[src/design/irsl_pkg.sv]
package irsl_pkg;

	localparam int unsigned POS_W = 23;
	localparam int unsigned OFF_W = 22;
	localparam logic [POS_W-1:0] HDR_LEN = 23'd16;
	localparam logic [POS_W-1:0] HDR_LAST = 23'd15;
	localparam logic [POS_W-1:0] POS_MAX = '1;

	typedef enum logic [2:0] {
		REG_HEADER  = 3'd0,
		REG_TRAINER = 3'd1,
		REG_PRG     = 3'd2,
		REG_CHR     = 3'd3,
		REG_PAST    = 3'd4,
		REG_REJECT  = 3'd5
	} region_t;

	typedef enum logic [2:0] {
		ST_OK        = 3'd0,
		ST_BAD_MAGIC = 3'd1,
		ST_OLD_FMT   = 3'd2,
		ST_NES20     = 3'd3,
		ST_MAPPER    = 3'd4
	} status_t;

	typedef enum logic [1:0] {
		MIR_HORIZ = 2'd0,
		MIR_VERT  = 2'd1,
		MIR_FOUR  = 2'd2
	} mir_t;

	typedef struct packed {
		logic [7:0] data_byte;
		logic       file_start;
	} in_item_t;

	typedef struct packed {
		region_t          region;
		logic [OFF_W-1:0] region_offset;
		logic             header_done;
		status_t          status;
		mir_t             mirroring;
		logic             has_trainer;
		logic             battery_ram;
		logic [7:0]       mapper_number;
		logic [7:0]       prg_banks;
		logic [7:0]       chr_banks;
		logic [7:0]       prg_ram_banks;
	} out_item_t;

	typedef struct packed {
		logic             hdr_ok;
		logic [POS_W-1:0] prg_start;
		logic [POS_W-1:0] chr_start;
		logic [POS_W-1:0] chr_end;
	} bounds_t;

	typedef struct packed {
		status_t    status;
		mir_t       mirroring;
		logic       has_trainer;
		logic       battery_ram;
		logic [7:0] mapper_number;
		logic [7:0] prg_banks;
		logic [7:0] chr_banks;
		logic [7:0] prg_ram_banks;
	} hdr_info_t;

endpackage

[src/design/ines_rom_stream_loader.sv]
// Parses an iNES 1.0 cartridge image streamed one byte per transaction and
// returns one tagged result per byte: header, trainer, PRG, CHR, past end or
// rejected, with the byte's offset inside that region. The header is decoded
// on byte 15 (header_done), and from then on the decoded fields and status are
// shown on every result. file_start on a byte restarts the parse at that byte;
// after reset the first byte is taken as byte 0. Throughput is one byte per
// clock while the result is not stalled: a byte is taken into an input
// register, classified against the byte counter and the region bounds
// latched at header decode, and the result is registered.
// The input register lets one more byte be taken while a result is stalled.
module ines_rom_stream_loader (
	input  logic                 clk,
	input  logic                 arst_n,
	input  logic                 src_valid,
	output logic                 src_stall,
	input  irsl_pkg::in_item_t   src_item,
	output logic                 dst_valid,
	input  logic                 dst_stall,
	output irsl_pkg::out_item_t  dst_item
);
	import irsl_pkg::*;

	in_item_t         item_s1;
	logic             valid_s1;
	logic [POS_W-1:0] pos_q;
	out_item_t        result_q;
	logic             dst_valid_q;

	logic             accept;
	logic             advance;
	logic [POS_W-1:0] eff_pos;
	logic             at_last;
	logic             show_fields;
	hdr_info_t        info;
	bounds_t          bounds;
	region_t          region;
	logic [OFF_W-1:0] region_offset;
	out_item_t        result_d;

	assign advance   = valid_s1 && (!dst_valid_q || !dst_stall);
	assign src_stall = valid_s1 && !advance;
	assign accept    = src_valid && !src_stall;

	assign eff_pos     = item_s1.file_start ? '0 : pos_q;
	assign at_last     = (eff_pos == HDR_LAST);
	assign show_fields = (eff_pos >= HDR_LAST);

	irsl_hdr u_hdr (
		.clk     (clk),
		.arst_n  (arst_n),
		.wr      (advance && (eff_pos < HDR_LEN)),
		.idx     (eff_pos[3:0]),
		.wr_byte (item_s1.data_byte),
		.at_last (at_last),
		.info    (info),
		.bounds  (bounds)
	);

	irsl_tag u_tag (
		.pos           (eff_pos),
		.bounds        (bounds),
		.region        (region),
		.region_offset (region_offset)
	);

	always_comb begin
		result_d               = '0;
		result_d.region        = region;
		result_d.region_offset = region_offset;
		result_d.header_done   = at_last;
		if (show_fields) begin
			result_d.status        = info.status;
			result_d.mirroring     = info.mirroring;
			result_d.has_trainer   = info.has_trainer;
			result_d.battery_ram   = info.battery_ram;
			result_d.mapper_number = info.mapper_number;
			result_d.prg_banks     = info.prg_banks;
			result_d.chr_banks     = info.chr_banks;
			result_d.prg_ram_banks = info.prg_ram_banks;
		end
	end

	always_ff @(posedge clk) begin
		if (accept) begin
			item_s1 <= src_item;
		end
		if (advance) begin
			result_q <= result_d;
		end
	end

	always_ff @(posedge clk or negedge arst_n) begin
		if (!arst_n) begin
			valid_s1    <= 1'b0;
			dst_valid_q <= 1'b0;
			pos_q       <= '0;
		end else begin
			if (accept) begin
				valid_s1 <= 1'b1;
			end else if (advance) begin
				valid_s1 <= 1'b0;
			end
			if (advance) begin
				dst_valid_q <= 1'b1;
				pos_q       <= (eff_pos == POS_MAX) ? eff_pos : eff_pos + 1'b1;
			end else if (!dst_stall) begin
				dst_valid_q <= 1'b0;
			end
		end
	end

	assign dst_valid = dst_valid_q;
	assign dst_item  = result_q;

	a_done_on_last: assert property (@(posedge clk) disable iff (!arst_n)
		dst_valid_q && result_q.header_done |->
			result_q.region == REG_HEADER &&
			result_q.region_offset == HDR_LAST[OFF_W-1:0])
		else $error("header_done off the last header byte");

	a_err_no_data: assert property (@(posedge clk) disable iff (!arst_n)
		dst_valid_q && result_q.status != ST_OK |->
			result_q.region == REG_HEADER || result_q.region == REG_REJECT)
		else $error("data region tagged after a header error");

	a_stall_full: assert property (@(posedge clk) disable iff (!arst_n)
		src_stall |-> valid_s1 && dst_valid_q && dst_stall)
		else $error("input stalled with room in the pipeline");

	a_pos_step: assert property (@(posedge clk) disable iff (!arst_n)
		advance && !item_s1.file_start && pos_q != POS_MAX |=>
			pos_q == $past(pos_q) + 1'b1)
		else $error("byte counter did not step");

endmodule

[src/design/irsl_hdr.sv]
module irsl_hdr (
	input  logic                 clk,
	input  logic                 arst_n,
	input  logic                 wr,
	input  logic [3:0]           idx,
	input  logic [7:0]           wr_byte,
	input  logic                 at_last,
	output irsl_pkg::hdr_info_t  info,
	output irsl_pkg::bounds_t    bounds
);
	import irsl_pkg::*;

	localparam logic [3:0] LAST_IDX = 4'd15;
	localparam logic [POS_W-1:0] TRAINER_END = 23'd528;

	logic [7:0]       hdr_q [16];
	status_t          error_q;
	logic             hdr_ok_q;
	logic [POS_W-1:0] prg_start_q;
	logic [POS_W-1:0] chr_start_q;
	logic [POS_W-1:0] chr_end_q;

	status_t          dec_status;
	logic [7:0]       mapper;
	logic [POS_W-1:0] prg_start_d;
	logic [POS_W-1:0] chr_start_d;
	logic [POS_W-1:0] chr_end_d;
	logic             dec_en;

	// byte 15 arrives on wr_byte and is decoded together with the stored bytes
	assign mapper = {hdr_q[7][7:4], hdr_q[6][7:4]};

	always_comb begin
		if (hdr_q[0] != 8'h4E || hdr_q[1] != 8'h45 || hdr_q[2] != 8'h53 ||
		    hdr_q[3] != 8'h1A) begin
			dec_status = ST_BAD_MAGIC;
		end else if (hdr_q[7][3:2] == 2'b10) begin
			dec_status = ST_NES20;
		end else if (hdr_q[7][3:2] != 2'b00 || hdr_q[12] != 8'h00 ||
		             hdr_q[13] != 8'h00 || hdr_q[14] != 8'h00 || wr_byte != 8'h00) begin
			dec_status = ST_OLD_FMT;
		end else if (mapper != 8'h00) begin
			dec_status = ST_MAPPER;
		end else begin
			dec_status = ST_OK;
		end
	end

	assign prg_start_d = hdr_q[6][2] ? TRAINER_END : HDR_LEN;
	assign chr_start_d = prg_start_d | {1'b0, hdr_q[4], 14'd0};
	assign chr_end_d   = chr_start_d + {2'b00, hdr_q[5], 13'd0};
	assign dec_en      = wr && (idx == LAST_IDX);

	always_ff @(posedge clk) begin
		if (wr) begin
			hdr_q[idx] <= wr_byte;
		end
		if (dec_en) begin
			prg_start_q <= prg_start_d;
			chr_start_q <= chr_start_d;
			chr_end_q   <= chr_end_d;
		end
	end

	always_ff @(posedge clk or negedge arst_n) begin
		if (!arst_n) begin
			error_q  <= ST_OK;
			hdr_ok_q <= 1'b0;
		end else if (dec_en) begin
			error_q  <= dec_status;
			hdr_ok_q <= (dec_status == ST_OK);
		end
	end

	always_comb begin
		info.status        = at_last ? dec_status : error_q;
		if (hdr_q[6][3]) begin
			info.mirroring = MIR_FOUR;
		end else if (hdr_q[6][0]) begin
			info.mirroring = MIR_VERT;
		end else begin
			info.mirroring = MIR_HORIZ;
		end
		info.has_trainer   = hdr_q[6][2];
		info.battery_ram   = hdr_q[6][1];
		info.mapper_number = mapper;
		info.prg_banks     = hdr_q[4];
		info.chr_banks     = hdr_q[5];
		info.prg_ram_banks = hdr_q[8];
	end

	assign bounds.hdr_ok    = hdr_ok_q;
	assign bounds.prg_start = prg_start_q;
	assign bounds.chr_start = chr_start_q;
	assign bounds.chr_end   = chr_end_q;

endmodule

[src/design/irsl_tag.sv]
module irsl_tag (
	input  logic [irsl_pkg::POS_W-1:0] pos,
	input  irsl_pkg::bounds_t          bounds,
	output irsl_pkg::region_t          region,
	output logic [irsl_pkg::OFF_W-1:0] region_offset
);
	import irsl_pkg::*;

	logic [POS_W-1:0] d_hdr;
	logic [POS_W-1:0] d_prg;
	logic [POS_W-1:0] d_chr;
	logic [POS_W-1:0] d_end;

	function automatic logic [OFF_W-1:0] sat_off(input logic [POS_W-1:0] v);
		return v[POS_W-1] ? {OFF_W{1'b1}} : v[OFF_W-1:0];
	endfunction

	assign d_hdr = pos - HDR_LEN;
	assign d_prg = pos - bounds.prg_start;
	assign d_chr = pos - bounds.chr_start;
	assign d_end = pos - bounds.chr_end;

	always_comb begin
		if (pos < HDR_LEN) begin
			region        = REG_HEADER;
			region_offset = pos[OFF_W-1:0];
		end else if (!bounds.hdr_ok) begin
			region        = REG_REJECT;
			region_offset = sat_off(d_hdr);
		end else if (pos < bounds.prg_start) begin
			region        = REG_TRAINER;
			region_offset = sat_off(d_hdr);
		end else if (pos < bounds.chr_start) begin
			region        = REG_PRG;
			region_offset = sat_off(d_prg);
		end else if (pos < bounds.chr_end) begin
			region        = REG_CHR;
			region_offset = sat_off(d_chr);
		end else begin
			region        = REG_PAST;
			region_offset = sat_off(d_end);
		end
	end

endmodule

[config.mk]
export PLATFORM = sky130hd
export DESIGN_NAME = ines_rom_stream_loader
export DESIGN_NICKNAME = d
export VERILOG_FILES = /design/src/design/irsl_pkg.sv /design/src/design/ines_rom_stream_loader.sv /design/src/design/irsl_hdr.sv /design/src/design/irsl_tag.sv
export SDC_FILE = /design/constraint.sdc
export NUM_CORES = 1
export LEC_CHECK = 0
export BUFFER_PORTS_ARGS = -buffer_cell sky130_fd_sc_hd__buf_2
export CELL_PAD_IN_SITES_DETAIL_PLACEMENT = 0
export CELL_PAD_IN_SITES_GLOBAL_PLACEMENT = 1
export CORE_UTILIZATION = 49
export DETAILED_ROUTE_END_ITERATION = 10
export GPL_TIMING_DRIVEN = 0
export PLACE_DENSITY = 0.81
export SLEW_MARGIN = 20
export SYNTH_ARGS = -nofsm -noshare
export SYNTH_HDL_FRONTEND = slang
export SYNTH_SLANG_ARGS = --single-unit
export TNS_END_PERCENT = 30
[constraint.sdc]
create_clock -name clk -period 4.46 [get_ports clk]
set_clock_uncertainty 0.2 [all_clocks]
set_input_delay 0.446 -clock clk [delete_from_list [all_inputs] [get_ports clk]]
set_output_delay 0.446 -clock clk [all_outputs]
set_load 0.1 [all_outputs]
==> metrics <==
run status complete, no violations; worst slew pin tran 0.738 ns; syn_nets 959; GRT Total Usage 23.8%; Yosys top cell area share 51.3%; Sw Share 28.8%; most frequent cell after synthesis edfxtp_1; FFs w/ async S/R, synth 13.4%; initial antenna violation count 0; Max Cap Viol 0; Syn Area/Cell 11.9 um^2; area grow syn2layout 18.3%; Cell Chain, Critical Path buf_4 -> buf_4 -> buf_4 -> buf_6 -> clkbuf_4 -> nor2b_4 -> ha_1 -> inv_2 -> nor2_1 -> a221o_1 -> a221o_1 -> o21a_1 -> nor3_4 -> a21oi_1 -> a311oi_2; # IOs 80; worst path bufs/invs 6; Reg clk slew, reported paths 0.06 ns; CTS max path bufs 3; required time worst endpoint 4.61 ns; PnR worst setup slack 0.144 ns; routability cong. 0.902; sequential power share 43.0%; flops & latches, synth 216; Finish-stage setup viols 0; P_int 3.93 mW; Final Non-Filler Cells 1,343; slowest cell delay on critical path 0.43 ns; Die Width 152 um; Area contributors post-synth edfxtp_1, dfrtp_1, xnor2_1; combinational power share 16.8%; DRC 0; placed cells 1,282; most instantiated cells after synthesis edfxtp_1, nand2_1, nor2_1; via count 7,656; layout cells sized above 1 19.9%; Distinct cells, synth 94; synthesized area 0.0110 mm^2; vias in the first global route 7,407; Top FF cell, synth edfxtp_1; Setup CP Type flop to flop; Final Critical Period 4.32 ns; site row count 54; Worst slew margin 50.3%; Placeable Area 0.0219 mm^2; starting density of the core 50.1%; Max IR drop VDD 0.000390 V; Worst setup EP type flop; total CTS buffers 24; synthesized instance count 921; TritonCTS clock tree done; Post-synth EDFFs 187; via-per-instance ratio 5.70; pwr dens 425 mW/mm^2; Clock Root Buffer clkbuf_16; Setup TNS Final 0 ns; DRT iter0 DRCs 483; grt ovf 0; H-tree depth 1; Final ANT Viol Nets 0; clock network fraction of design power 40.3%; Detailed Routing Iterations Pass 1 5; CTS sink cnt 216; worst hold path class flop to flop; Crit-path slowest cell edfxtp_1; CP arrival 4.47 ns; leakage 4.84 nW; clk_lat worst skew 0.53 ns; Startpoint Class flop; Seq/Total Area, Yosys 57.9%; post-layout util 59.2%; WHS 0.287 ns; pin count of the biggest net entering global routing 49; Slew Viols, Final 0; Avg WL per Cell 20.1 um; CP top delay family compound AO/OA/AOI/OAI gates; Tcrit/Tclk final 96.8%; Inserted Diodes 0; Final Hold Fails 0; Die Y 152 um; die area 0.0230 mm^2; YS warnings 0; final-stage net count 1,084; dpl hpwl 19,400 um; pre-CTS setup slack -1.12 ns; FMAX 232 MHz; Yosys top cell by area edfxtp_1; Buffers on Ports 79; Psw 1.58 mW; maximum fanout along the worst path 10; # fillers 1,810; most used cell, CP buf_4; final wirelength 27,000 um; first-pass GRT wire length 41,200 um
registers in the layout, indices dropped and copies added, names as in the netlist:
register and count:
u_hdr.hdr_q 94, dst_item 65, pos_q 23, u_hdr.chr_end_q 10
item_s1 9, u_hdr.chr_start_q 9, u_hdr.error_q 3, dst_valid 1
u_hdr.hdr_ok_q 1, valid_s1 1
area by class of cell:
class                   count  area (um^2)  area share [%]
plain buffers              36          193            1.49
clock buffers              29          619            4.78
clock inverters            14          285            2.20
inverters                  49          189            1.46
multi-input cells         618         4350            33.5
flip-flops and latches    216         6340            48.9
well taps                 280          350            2.70
repair buffers            101          633            4.89
cells by family (layout without fill, tap and decap cells):
group / Yosys count / after routing / synth area share (%)
XOR/XNOR: 70 / 70 / 5.73
flip-flops: 216 / 216 / 57.9
adder cells (fa/ha/maj): 30 / 30 / 3.39
multiplexers: 6 / 6 / 0.582
AND/OR/NAND/NOR: 331 / 331 / 17.0
buffers and inverters: 87 / 229 / 3.47
AO/OA/AOI/OAI: 181 / 181 / 12.0
what timing repair did:
action / in CTS / in global routing
hold buffers: 13 / 0
cloned: 0 / 0
setup buffers: 0 / 7
endpoints found under the setup margin: 94 / 45
endpoints found under the hold margin: 40 / 0
resized for setup: 7 / 22
pin swaps: 1 / 4
stage by stage:
stage               cell area, um^2  power, mW
floorplan                     11000       3.12
global placement              11700       3.30
detailed placement            11700       3.31
CTS                           12800       5.53
global route                  13000       5.67
finish                        13000       5.51
final timing paths:
check	startpoint	slack [ns]	depth (start not counted)	endpoint
min reg2reg	u_hdr.hdr_q[6][2]$_DFFE_PP_	0.29	0	u_hdr.chr_start_q[9]$_DFFE_PP_
min in group asynchronous	arst_n	0.30	2	pos_q[9]$_DFFE_PN0P_
max	item_s1[0]$_DFFE_PP_	0.14	15	dst_item[51]$_DFFE_PP_
max reg2reg	item_s1[0]$_DFFE_PP_	0.14	15	dst_item[51]$_DFFE_PP_
max in group asynchronous	arst_n	3.31	2	pos_q[15]$_DFFE_PN0P_
min	u_hdr.hdr_q[6][2]$_DFFE_PP_	0.29	0	u_hdr.chr_start_q[9]$_DFFE_PP_
cells in the final DEF (no fill, tap or decap), types with 7 or more instances in the layout:
cell type | netlist | layout
and3_1 | 9 | 9
nor4_1 | 18 | 18
dfrtp_1 | 29 | 29
a21oi_1 | 46 | 46
clkbuf_1 | 15 | 18
dlygate4sd3_1 | 0 | 13
inv_1 | 47 | 45
and2_1 | 18 | 18
xnor2_1 | 50 | 50
nand2_1 | 67 | 65
edfxtp_1 | 187 | 187
o21ai_0 | 40 | 39
o211ai_1 | 8 | 8
nor3_1 | 17 | 14
ha_1 | 24 | 23
nor2_1 | 55 | 54
clkbuf_16 | 0 | 24
a31oi_1 | 14 | 13
xor2_1 | 18 | 18
buf_4 | 6 | 10
nand4_1 | 10 | 10
nand3_1 | 19 | 19
nand2b_1 | 18 | 18
nor2b_1 | 50 | 48
buf_2 | 12 | 93
bufinv_16 | 0 | 7
worst register-to-register path, stage by stage, from the launching register on:
cell and delay [ns]:
edfxtp_1 0.43, buf_4 0.21, buf_4 0.20, buf_4 0.20, buf_6 0.17, clkbuf_4 0.20
nor2b_4 0.22, ha_1 0.32, inv_2 0.12, nor2_1 0.05, a221o_1 0.39, a221o_1 0.41
o21a_1 0.25, nor3_4 0.31, a21oi_1 0.24, a311oi_2 0.24
power groups by stage:
| stage | clock network (mW) | registers, mW | logic [mW] |
|---|---|---|---|
| final | 2.22 | 2.37 | 0.924 |
| after global routing | 2.32 | 2.38 | 0.978 |
| after CTS | 2.25 | 2.37 | 0.917 |
| after detailed placement | 0 | 2.41 | 0.904 |
| after global placement | 0 | 2.41 | 0.891 |
| after floorplan | 0 | 2.79 | 0.328 |
routing by layer:
layer  vias to the layer above  track usage [%]  routed length, um
met5                         -                0                  0
met4                         0             8.07                828
met3                        51             3.53               1380
met2                       227             38.9              12800
met1                      3729             32.5              12000
li1                       3649                -                  -
Power figures use the tool's default switching activity.
